**src/rtl/dcfr_pkg.sv**
```systemverilog
// ----------------------------------------------------------------------------
// dcfr_pkg
// Types and constants for the delimited command frame receiver: beat
// payloads, opcodes, parser phases and the command pattern table.
// ----------------------------------------------------------------------------
package dcfr_pkg;

  // Pattern table geometry (fixed by the command set)
  localparam int unsigned CMD_TOTAL     = 17;
  localparam int unsigned PATTERN_BYTES = 3;

  // Command index reported when no pattern matches
  localparam logic [4:0] NO_MATCH = 5'd17;

  // Table entry that toggles the wag flag when a payload completes
  localparam int unsigned WAG_INDEX = 8;

  // Opcodes of an input beat
  typedef enum logic [1:0] {
    OP_BYTE    = 2'd0,
    OP_TIMEOUT = 2'd1,
    OP_CONSUME = 2'd2
  } op_e;

  // Parser phase, one-hot
  typedef enum logic [2:0] {
    PH_HEAD = 3'b001,
    PH_DATA = 3'b010,
    PH_TAIL = 3'b100
  } phase_e;

  // Reported parse_state codes
  localparam logic [1:0] PS_HEAD = 2'd0;
  localparam logic [1:0] PS_DATA = 2'd1;
  localparam logic [1:0] PS_TAIL = 2'd2;

  // Register reset values
  localparam logic [7:0] HEAD_RESET = 8'hFF;
  localparam logic [7:0] TAIL_RESET = 8'hFE;

  // Byte 0 of a pattern is the most significant byte of the literal
  typedef logic [0:PATTERN_BYTES-1][7:0] pattern_t;

  localparam pattern_t CMD_TABLE [CMD_TOTAL] = '{
    24'h000000, 24'hAAABAC, 24'hBABBBC, 24'hCACBCC, 24'hDADBDC, 24'hEAEBEC,
    24'hFAFBFC, 24'h0A0B0C, 24'h1A1B1C, 24'h2A2B2C, 24'h4A4B4C, 24'h5A5B5C,
    24'h6A6B6C, 24'h7A7B7C, 24'h8A8B8C, 24'h9A9B9C, 24'h1B3B5B
  };

  // Input beat
  typedef struct packed {
    logic [1:0] opcode;
    logic       source;
    logic [7:0] rx_byte;
  } in_t;

  // Result beat
  typedef struct packed {
    logic       frame_ready;
    logic [4:0] command;
    logic       wag_on;
    logic       error_seen;
    logic       timeout_pending;
    logic [1:0] parse_state;
  } out_t;

  // Decoder results handed to the parser
  typedef struct packed {
    logic [4:0] command;
    logic       wag_match;
  } dec_t;

endpackage

```
**src/rtl/dcfr_decode.sv**
```systemverilog
// ----------------------------------------------------------------------------
// dcfr_decode
// Compares the payload store against every command pattern in parallel and
// returns the first matching index plus the tail-wag match.
// ----------------------------------------------------------------------------
module dcfr_decode #(
  parameter int unsigned PAYLOAD_BYTES = 3,
  parameter int unsigned COMMAND_COUNT = 17
) (
  input  logic [PAYLOAD_BYTES-1:0][7:0] store_i,
  output dcfr_pkg::dec_t                dec_o
);
  import dcfr_pkg::*;

  logic [COMMAND_COUNT-1:0] match;

  // Compare each pattern over the live payload bytes
  always_comb begin
    for (int j = 0; j < COMMAND_COUNT; j++) begin
      match[j] = 1'b1;
      for (int i = 0; i < PAYLOAD_BYTES; i++) begin
        if (store_i[i] != CMD_TABLE[j][i]) begin
          match[j] = 1'b0;
        end
      end
    end
  end

  // Pick the lowest matching index, check the wag pattern
  always_comb begin
    dec_o.command   = NO_MATCH;
    dec_o.wag_match = 1'b1;
    for (int j = COMMAND_COUNT - 1; j >= 0; j--) begin
      if (match[j]) begin
        dec_o.command = 5'(j);
      end
    end
    for (int i = 0; i < PAYLOAD_BYTES; i++) begin
      if (store_i[i] != CMD_TABLE[WAG_INDEX][i]) begin
        dec_o.wag_match = 1'b0;
      end
    end
  end

endmodule

```
**src/rtl/delimited_command_frame_receiver_unit.sv**
```systemverilog
// ----------------------------------------------------------------------------
// delimited_command_frame_receiver_unit
// The result beat is registered: it appears in the cycle after its input beat is accepted.
// Throughput: one beat per cycle unless a stalled result beat holds the input; parser update
// and the parallel pattern compare sit between the state registers and the result register.
// Reset: parser waits for a head, positions, payload and flags clear,
// head/tail registers return to 0xFF/0xFE.
// ----------------------------------------------------------------------------
module delimited_command_frame_receiver_unit #(
  parameter int unsigned PAYLOAD_BYTES = 3,
  parameter int unsigned COMMAND_COUNT = 17
) (
  input  logic           clk_i,
  input  logic           rst_ni,
  // Input channel
  input  logic           in_valid_i,
  output logic           in_stall_o,
  input  dcfr_pkg::in_t  in_data_i,
  // Result channel
  output logic           out_valid_o,
  input  logic           out_stall_i,
  output dcfr_pkg::out_t out_data_o,
  // Register port
  input  logic           psel,
  input  logic           penable,
  input  logic           pwrite,
  input  logic [2:0]     paddr,
  input  logic [31:0]    pwdata,
  output logic [31:0]    prdata,
  output logic           pready
);
  import dcfr_pkg::*;

  localparam int unsigned PosW = $clog2(PAYLOAD_BYTES + 1);

  logic [7:0] head_q, tail_q;

  phase_e                        phase_q, phase_d;
  logic [1:0][PosW-1:0]          pos_q, pos_d;
  logic [PAYLOAD_BYTES-1:0][7:0] store_q, store_d;
  logic ready_q, ready_d;
  logic wag_q, wag_d;
  logic err_q, err_d;
  logic tmo_q, tmo_d;

  logic          accept;
  logic [PosW-1:0] pos_cur, pos_inc;
  dec_t          dec;
  out_t          out_q, out_d;
  logic          out_valid_q;

  // Register port: write on the access beat, read back any time
  assign pready = 1'b1;
  assign prdata = paddr[2] ? {24'b0, tail_q} : {24'b0, head_q};

  always_ff @(posedge clk_i or negedge rst_ni) begin
    if (!rst_ni) begin
      head_q <= HEAD_RESET;
      tail_q <= TAIL_RESET;
    end else if (psel && penable && pwrite && pready) begin
      if (paddr[2]) begin
        tail_q <= pwdata[7:0];
      end else begin
        head_q <= pwdata[7:0];
      end
    end
  end

  // Accept while the result register is free or draining
  assign in_stall_o = out_valid_q && out_stall_i;
  assign accept     = in_valid_i && !in_stall_o;

  assign pos_cur = pos_q[in_data_i.source];
  assign pos_inc = pos_cur + PosW'(1);

  // Decode the updated payload
  dcfr_decode #(
    .PAYLOAD_BYTES (PAYLOAD_BYTES),
    .COMMAND_COUNT (COMMAND_COUNT)
  ) u_decode (
    .store_i (store_d),
    .dec_o   (dec)
  );

  // Parser and flag update for one beat
  always_comb begin
    phase_d = phase_q;
    pos_d   = pos_q;
    store_d = store_q;
    ready_d = ready_q;
    wag_d   = wag_q;
    err_d   = err_q;
    tmo_d   = tmo_q;
    if (accept) begin
      unique case (in_data_i.opcode)
        OP_BYTE: begin
          unique case (phase_q)
            PH_DATA: begin
              for (int i = 0; i < PAYLOAD_BYTES; i++) begin
                if (pos_cur == PosW'(i)) begin
                  store_d[i] = in_data_i.rx_byte;
                end
              end
              if (pos_inc == PosW'(PAYLOAD_BYTES)) begin
                pos_d[in_data_i.source] = '0;
                phase_d = PH_TAIL;
              end else begin
                pos_d[in_data_i.source] = pos_inc;
              end
            end
            PH_TAIL: begin
              if (in_data_i.rx_byte == tail_q) begin
                phase_d = PH_HEAD;
                ready_d = 1'b1;
                if (err_q) begin
                  err_d = 1'b0;
                  tmo_d = 1'b0;
                end
              end else if (tmo_q) begin
                // abort the frame
                tmo_d   = 1'b0;
                err_d   = 1'b0;
                ready_d = 1'b0;
                phase_d = PH_HEAD;
              end else begin
                err_d = 1'b1;
              end
            end
            default: begin
              if (in_data_i.rx_byte == head_q && !ready_q) begin
                phase_d = PH_DATA;
              end else begin
                phase_d = PH_HEAD;
              end
            end
          endcase
        end
        OP_TIMEOUT: tmo_d   = 1'b1;
        OP_CONSUME: ready_d = 1'b0;
        default: ;
      endcase
    end
    // toggle wag when the payload completes on the wag pattern
    if (accept && in_data_i.opcode == OP_BYTE && phase_q == PH_DATA &&
        pos_inc == PosW'(PAYLOAD_BYTES) && dec.wag_match) begin
      wag_d = !wag_q;
    end
  end

  // Build the result beat from the updated state
  always_comb begin
    out_d.frame_ready     = ready_d;
    out_d.command         = dec.command;
    out_d.wag_on          = wag_d;
    out_d.error_seen      = err_d;
    out_d.timeout_pending = tmo_d;
    unique case (phase_d)
      PH_DATA: out_d.parse_state = PS_DATA;
      PH_TAIL: out_d.parse_state = PS_TAIL;
      default: out_d.parse_state = PS_HEAD;
    endcase
  end

  // State registers
  always_ff @(posedge clk_i or negedge rst_ni) begin
    if (!rst_ni) begin
      phase_q <= PH_HEAD;
      pos_q   <= '0;
      store_q <= '0;
      ready_q <= 1'b0;
      wag_q   <= 1'b0;
      err_q   <= 1'b0;
      tmo_q   <= 1'b0;
    end else begin
      phase_q <= phase_d;
      pos_q   <= pos_d;
      store_q <= store_d;
      ready_q <= ready_d;
      wag_q   <= wag_d;
      err_q   <= err_d;
      tmo_q   <= tmo_d;
    end
  end

  // Result register: load on accept, hold while stalled
  always_ff @(posedge clk_i or negedge rst_ni) begin
    if (!rst_ni) begin
      out_valid_q <= 1'b0;
    end else if (accept) begin
      out_valid_q <= 1'b1;
    end else if (!out_stall_i) begin
      out_valid_q <= 1'b0;
    end
  end

  always_ff @(posedge clk_i) begin
    if (accept) begin
      out_q <= out_d;
    end
  end

  assign out_valid_o = out_valid_q;
  assign out_data_o  = out_q;

endmodule

```
**config.mk**
```make
export PLATFORM = sky130hd
export DESIGN_NAME = delimited_command_frame_receiver_unit
export DESIGN_NICKNAME = d
export VERILOG_FILES = /design/src/rtl/dcfr_pkg.sv /design/src/rtl/dcfr_decode.sv /design/src/rtl/delimited_command_frame_receiver_unit.sv
export SDC_FILE = /design/constraint.sdc
export NUM_CORES = 1
export LEC_CHECK = 0
export BUFFER_PORTS_ARGS = -buffer_cell sky130_fd_sc_hd__buf_2
export CAP_MARGIN = 30
export CORE_ASPECT_RATIO = 0.6
export CORE_MARGIN = 3
export CORE_UTILIZATION = 41
export CTS_BUF_LIST = sky130_fd_sc_hd__clkbuf_8
export DETAILED_ROUTE_END_ITERATION = 7
export GPL_TIMING_DRIVEN = 0
export PLACE_DENSITY = 0.73
export SYNTH_ARGS = -nofsm -noshare
export SYNTH_HDL_FRONTEND = slang
export SYNTH_HIERARCHICAL = 1
export SYNTH_SLANG_ARGS = --single-unit
```
**constraint.sdc**
```tcl
create_clock -name clk_i -period 3.3 [get_ports clk_i]
set_input_delay 0.165 -clock clk_i [delete_from_list [all_inputs] [get_ports clk_i]]
set_output_delay 0.165 -clock clk_i [all_outputs]
set_load 0.02 [all_outputs]
```
---- After elaboration in Yosys (flattened, before gate mapping) ----
Cells that the tools add are included.
word-level totals
  bits in registers ....................... 63
  input bits .............................. 53
operators by class
  add/sub/neg operators ................... 1
  $lt $le $gt $ge ......................... 2
  eq/ne operators ......................... 60
  mux-type cells .......................... 106
  bitwise operators ....................... 3
  reduce and logical (&&, ||, !) cells .... 25
operator list
  kind                                                             number
  8-bit != test, second input constant                             24
  8-bit by 7-bit != test with 1-bit output, second input constant  13
  24-bit two-way mux                                               3
  1-bit two-way mux                                                69
  4-bit two-way mux                                                9
  8-bit two-way mux                                                4
  8-bit by 5-bit != test with 1-bit output, second input constant  4
  8-bit by 6-bit != test with 1-bit output, second input constant  4
  3-bit two-way mux                                                9
  8-bit by 4-bit != test with 1-bit output, second input constant  3
  8-bit nonzero test                                               3
  8-bit == test                                                    2
  16-bit OR reduction                                              1
  2-bit two-way mux                                                6
  1-bit logical AND                                                10
  8-bit OR reduction                                               1
  2-bit == test, second input constant                             3
  3-bit by 2-bit == test with 1-bit output, second input constant  2
  3-bit == test, second input constant                             2
  3-bit one-hot mux with 2 select lines                            1
  4-bit AND                                                        1
  4-bit bitwise mux                                                1
  2-bit by 1-bit == test with 1-bit output, second input constant  2
  2-bit logical NOT                                                2
  14 further kinds                                                 18

---- Longest topological paths before layout ----
Gate-level depths: netlist of the first run.
  word-level depth ........................ 27
  mapped depth ............................ 12
  gate-level depth less buffers ........... 11

---- Cells and area by module ----
Netlist of the first run, hierarchy kept.
by module, submodules not included
  module                                 times used  cells an instance  area each (sq um)
  delimited_command_frame_receiver_unit  1           224                3,000.4
  dcfr_decode                            1           57                 356.6

---- Least setup slack after synthesis of the first run ----
OpenSTA, ideal clock, no wires.
  path type ............................... register to register
  from .................................... reg out_valid_q (netlist: out_valid_o)
  to ...................................... reg out_q, in the netlist out_data_o[4] (data pin)
  arrival time ............................ 2,996 ps
  data required time ...................... 3,037 ps
  path slack .............................. 41 ps
  stages on the path, launching flop included .. 13
  cells stage by stage .................... dfrtp_1 > a21bo_2 > or3_1 > clkbuf_2 > nor4b_4 > nand2_2 > mux2_2 > or3_4 > nor2_2 > nand2_1 > nor2_1 > nand3_1 > xnor2_1
RTL lines
  what                    line                                          source
  from (decl)             delimited_command_frame_receiver_unit.sv:50   logic out_valid_q;
  from (signal assigned)  delimited_command_frame_receiver_unit.sv:188  out_valid_q <= 1'b0;
  from (signal assigned)  delimited_command_frame_receiver_unit.sv:190  out_valid_q <= 1'b1;
  from (signal assigned)  delimited_command_frame_receiver_unit.sv:192  out_valid_q <= 1'b0;
  to (signal assigned)    delimited_command_frame_receiver_unit.sv:198  out_q <= out_d;
  to (decl)               delimited_command_frame_receiver_unit.sv:49   out_t out_q, out_d;

==> results of run 1 <==
## cells in the final DEF, fill, tap and decap left out, types with 6 or more instances in the layout
master and n:
mux2_2 49, buf_2 46, dfrtp_1 36, buf_4 33, conb_1 25, xor2_1 16, dfstp_2 16, nand2_1 12
clkbuf_8 11, edfxtp_1 11, nand3_1 9, inv_1 8, nor2_1 8, nor4_1 7, o21ai_0 6, a21oi_1 6
## metrics by stage
step | std cells | total power [uW] | utilization
finish | 480 | 2010 | 0.547
global route | 480 | 2120 | 0.547
CTS | 474 | 2020 | 0.534
detailed placement | 455 | 1420 | 0.503
global placement | 454 | 1400 | 0.501
floorplan | 304 | 1280 | -
## area by class of cell
type                       instances  area (um^2)
inverter                           4         15.0
tap                              104          130
buffer                            28          199
clock buffer                      11          151
sequential                        63         1650
clock inverter                     5         20.0
fill                             646         3440
multi-input combinational        208         1660
timing repair buffer              57          332
## power groups by stage
stage | clock (uW) | combinational, uW | sequential [uW]
4_1_cts | 604 | 440 | 974
5_1_grt | 645 | 488 | 987
3_3_place_gp | 0 | 420 | 980
2_1_floorplan | 0 | 298 | 984
6_report | 588 | 445 | 974
3_5_place_dp | 0 | 435 | 987
## logic make-up (layout without fill, tap and decap cells)
family / Yosys count / count (layout) / synth area share
AO/OA/AOI/OAI: 34 / 34 / 0.0671
XOR/XNOR: 17 / 17 / 0.0444
adder cells (fa/ha/maj): 3 / 3 / 0.0112
buffers and inverters: 33 / 105 / 0.0652
flip-flops: 63 / 63 / 0.492
multiplexers: 53 / 53 / 0.177
other: 2 / 25 / 0.00224
AND/OR/NAND/NOR: 76 / 76 / 0.141
## what timing repair did
item,4_1_cts,5_1_grt
endpoints found under the setup margin,7,3
setup buffers,3,6
pin swaps,2,9
hold endpoints to repair,11,0
resized for setup,7,10
hold buffers,1,0
## state kept, by name, summed over array words and instances, names as in the netlist
name / flops
store_q: 24
phase_q: 3
pos_q: 4
err_q: 1
out_valid_o: 1
tmo_q: 1
ready_q: 1
tail_q: 8
out_data_o: 11
wag_q: 1
head_q: 8
## worst max-delay path, cell delays in order (launching register included)
cell and delay (ns):
dfrtp_1 0.39, a21bo_2 0.22, or3_4 0.42, nor4b_4 0.23, buf_6 0.20, nand2_8 0.09
mux2_4 0.33, or3_4 0.46, o22ai_4 0.24, a22oi_1 0.14, a31oi_1 0.19, nor3_1 0.08
## final timing paths
path	startpoint	end	slack, ns
worst max-delay path	out_valid_o	out_data_o[5]	0.04
worst min-delay path	in_valid_i	out_valid_o	0.02
worst max register to register	out_valid_o	out_data_o[5]	0.04
worst min register to register	wag_q	wag_q	0.46
max in group asynchronous	rst_ni	head_q[5]	2.46
min in group asynchronous	rst_ni	out_valid_o	0.25
## routing by layer
layer	vias to the layer above	share of wire
li1	1159	-
met1	1158	0.46
met2	90	0.45
met3	13	0.069
met4	0	0.015
met5	-	0
==> metrics.md, run 1 <==
| Metric | Value |
|---|---|
| Clk_skew | 0.0138 ns |
| Synth area leader | dfrtp_1 |
| Async SR Flop Fraction | 0.825 |
| Tightest Hold Check Type | in2reg |
| RD Place Congestion | 0.854 |
| Ranking of synthesized cells by area | dfrtp_1, mux2_2, dfstp_2 |
| Crit path time final | 3.26 ns |
| Area delta synth->final | 23.9% |
| Largest net degree at the start of global routing | 42 |
| Die ar. | 9340 um^2 |
| Met1 Use GR | 0.232 |
| Placeable Area | 7600 um^2 |
| Seq pwr share | 0.486 |
| Clock sink total | 63 |
| Pre-CTS setup slack | -0.256 ns |
| Count of cell types in the netlist | 53 |
| Via count | 2420 |
| Sw Ratio | 0.300 |
| Total wire length | 7530 um |
| Via density | 5.04 |
| Met3 Track Usage GR | 0.0697 |
| Crit start category | flop |
| RSZ-0062 raised after global routing | yes |
| Max transition margin | 0.515 |
| Max cap viols | 0 |
| Root Buffer | clkbuf_8 |
| Hold path depth | 2 |
| Ports | 99 |
| First-pass DRT Iterations | 4 |
| Final worst setup slack | 0.0407 ns |
| Crit path kind | reg2reg |
| Int Power | 1410 uW |
| Number of synthesized register bits | 63 |
| Routed Antenna Nets | 0 |
| Slew Limit Fails | 0 |
| TritonCTS Buffers | 9 |
| Nets | 427 |
| H-tree depth | 3 |
| P_sw | 601 uW |
| Slew @ Worst Pin | 0.719 ns |
| Global Route met2 Usage | 0.239 |
| Layout cells sized above 1 | 0.484 |
| GR Overflow Total | 0 |
| First-pass GRT wire length | 12200 um |
| Setup TNS | 0 ns |
| Fmax | 0.307 GHz |
| Final HPWL DP | 5540 um |
| DP Area | 3820 um^2 |
| Number of synthesized flops with an enable pin | 11 |
| Synth Cell Area | 3360 um^2 |
| Clock share of power | 0.293 |
| Arrival time at the worst endpoint | 3.36 ns |
| Final hold vios | 0 |
| Post-synth top area share | 0.268 |
| Gr usage total | 0.169 |
| Logic pwr share | 0.222 |
| R2r worst-path depth | 11 |
| Row cnt | 24 |
| Status | complete, no violations |
| Pwr dens | 482 nW/um^2 |
| Die H | 76.1 um |
| Port Buffer Count | 46 |
| CP required | 3.40 ns |
| Fin area | 4160 um^2 |
| Most frequent cell after synthesis | mux2_2 |
| Antenna diode count | 0 |
| Vias in the first global route | 2465 |
| Sequential share of the synthesized area | 0.492 |
| Starting Density | 0.442 |
| Number of DRC markers in iteration 0 | 197 |
| Routed length per placed instance | 15.7 um |
| Final worst path period share | 0.988 |
| Syn avg cell area | 11.9 um^2 |
| Peak supply drop | 253 uV |
| Synth Flop Type | dfrtp_1 |
| Die width | 123 um |
| Final setup vio count | 0 |
| Crit end category | flop |
| Initial antenna violation count | 0 |
| Clock-pin transition on the worst setup and hold timing paths | 0.07 ns |
| # DRC | 0 |
| Leakage | 0.00196 uW |
| Crit path max fanout | 8 |
| Max Root-Sink Buffers | 2 |
| Top post-synthesis cells by count | mux2_2, dfrtp_1, buf_4 |
| CTS tree | built |
| Cell count after synthesis | 281 |
| Most Crowded Layer GR | met2 |
| Hold slack | 0.0200 ns |
| Clock insertion delay at the later pin of the skew report | 0.35 ns |
| Yosys warning count | 6 |
No activity file was read; power rests on OpenSTA's default activity.
==> run 2, diff against run 1 <==
==> constraint.sdc (replaced) <==
create_clock -name clk_i -period 3.3 [get_ports clk_i]
set_input_delay 0.66 -clock clk_i [delete_from_list [all_inputs] [get_ports clk_i]]
set_output_delay 0.66 -clock clk_i [all_outputs]
set_load 0.02 [all_outputs]
==> metrics.md, run 2 (same netlist as run 1, synthesis figures left out) <==
| Metric | Value |
|---|---|
| H-tree depth | 3 (unchanged) |
| Most frequent cells in the layout | mux2_2, buf_2, dfrtp_1 |
| CP required | 3.39 ns (about the same) |
| Gr usage total | 0.165 (-0.00366) |
| Die width | 123 um (unchanged) |
| Largest net degree at the start of global routing | 41 (-2.4%) |
| Die H | 76.1 um (unchanged) |
| Crit path time final | 3.29 ns (+0.0262 ns) |
| Total wire length | 7250 um (-3.7%) |
| Reg2Reg Setup Slack | 0.03 ns (about the same) |
| Crit start category | input port |
| Status | complete, no violations |
| Clk_skew | 0.00577 ns (-0.00803 ns) |
| Initial antenna violation count | 0 (unchanged) |
| GR Overflow Total | 0 (unchanged) |
| Max reg flops | 24 (unchanged) |
| Number of DRC markers in iteration 0 | 228 (+16%) |
| Final hold vios | 0 (unchanged) |
| Ports | 99 (unchanged) |
| Antenna diode count | 0 (unchanged) |
| Slew Limit Fails | 0 (unchanged) |
| TritonCTS Buffers | 9 (unchanged) |
| Die ar. | 9340 um^2 (unchanged) |
| Fin area | 4150 um^2 (-0.24%) |
| Placeable Area | 7600 um^2 (unchanged) |
| Pre-CTS setup slack | -0.683 ns (-0.427 ns) |
| Met3 WL | 432 um (-16%) |
| Port Buffer Count | 46 (unchanged) |
| Crit end category | flop |
| DP Area | 3820 um^2 (unchanged) |
| CTS tree | built |
| Pwr dens | 473 nW/um^2 (-1.9%) |
| Slew @ Worst Pin | 0.724 ns (+0.00516 ns) |
| Fmax | 0.304 GHz (-0.80%) |
| Arrival time at the worst endpoint | 3.37 ns (about the same) |
| Vias in the first global route | 2404 (-2.5%) |
| Filler cell count | 657 (+1.7%) |
| Routed wl met2 | 3380 um (-0.47%) |
| # DRC | 0 (unchanged) |
| RSZ-0062 raised after global routing | yes |
| Cts hold-fix bufs | 0 (-1) |
| Clock insertion delay at the later pin of the skew report | 0.34 ns (about the same) |
| Critical R2R Launch | out_valid_o |
| First-pass DRT Iterations | 4 (unchanged) |
| Layout cells sized above 1 | 0.483 (-0.00147) |
| Routed length per placed instance | 15.2 um (-3.0%) |
| Nets | 424 (-0.70%) |
| Via density | 5.02 (-0.49%) |
| Area delta synth->final | 23.6% |
| Starting Density | 0.442 (unchanged) |
| Via count | 2393 (-1.1%) |
| Max cap viols | 0 (unchanged) |
| Clock sink total | 63 (unchanged) |
| Placed cells | 455 (unchanged) |
| Root Buffer | clkbuf_8 |
| Post-route insts no fill | 477 (-0.63%) |
| Max transition margin | 0.511 (-0.00348) |
| Crit path max fanout | 8 (unchanged) |
| Final HPWL DP | 5350 um (-3.5%) |
| R2r worst-path depth | 12 (+1) |
| Uppermost layer routed | met4 |
| Peak supply drop | 283 uV (+11%) |
| Pwr Total | 1960 uW (-2.2%) |
| Max Root-Sink Buffers | 2 (unchanged) |
| Worst R2R End | out_data_o[4] |
| Final worst path period share | 0.996 (+0.00794) |
| Setup TNS | 0 ns (unchanged) |
| Leakage | 0.00199 uW (+1.2%) |
| Routed Antenna Nets | 0 (unchanged) |
| First-pass GRT wire length | 12000 um (-1.6%) |
| Metal1 wirelength | 3410 um (-2.5%) |
| Row cnt | 24 (unchanged) |
| Final worst setup slack | 0.0145 ns (-0.0262 ns) |
| Biggest register | store_q |
| Clock-pin transition on the worst setup and hold timing paths | 0.06 ns (about the same) |
| Tightest Hold Check Type | in2async |
| RD Place Congestion | 0.828 (-3.0%) |
| Final setup vio count | 0 (unchanged) |
| Crit path kind | in2reg |
[run 2: what timing repair did]
action                                 CTS  global route
endpoints found under the hold margin    0             0
pin swaps                                7             9
setup endpoints to repair                6             5
resized for setup                        8            15
setup buffers                            6             1
[run 2: how the worst max path moves through the flow]
stage | startpoint | to | slack [ns] | cells past startpoint
floorplan | in_valid_i | out_data_o[4] | -0.16 | 12
global placement | out_stall_i | out_data_o[4] | -0.63 | 13
detailed placement | out_stall_i | out_data_o[4] | -0.68 | 13
CTS | out_stall_i | out_data_o[4] | 0.0009 | 13
global route | out_valid_o | out_data_o[4] | -0.09 | 12
finish | out_stall_i | out_data_o[4] | 0.01 | 13
[run 2: per-layer routing]
metal	up-vias	track usage
met2	71	0.240
met4	0	0.0469
met5	-	0
met1	1169	0.235
li1	1149	-
met3	4	0.0542
[run 2: power breakdown]
group,switching (uW),internal (uW)
sequential,59.5,912
combinational,252,192
clock,271,277
[run 2: cell type report]
cell class,count,area [um^2],area share
clock inverter,6,22.5,0.00543
buffer,28,199,0.0479
clock buffer,10,138,0.0332
sequential,63,1650,0.398
multi-input combinational,208,1690,0.407
timing repair buffer,54,307,0.0739
tap,104,130,0.0314
inverter,4,15.0,0.00362
[run 2: through the flow]
step                hold slack [ns]   util
finish                        0.205  0.546
global route                  0.206  0.546
CTS                           0.193  0.534
detailed placement            0.465  0.503
global placement              0.453  0.501
floorplan                     0.364      -
[run 2: worst max-delay path, stage by stage]
cell and delay (ns):
buf_2 0.11, a21bo_4 0.22, or3_4 0.35, nor4b_4 0.29
buf_6 0.19, nand2_8 0.09, mux2_4 0.34, or3_4 0.45
nor2_4 0.19, nand2_2 0.08, nor2_4 0.12, nand3_2 0.11
xnor2_2 0.17
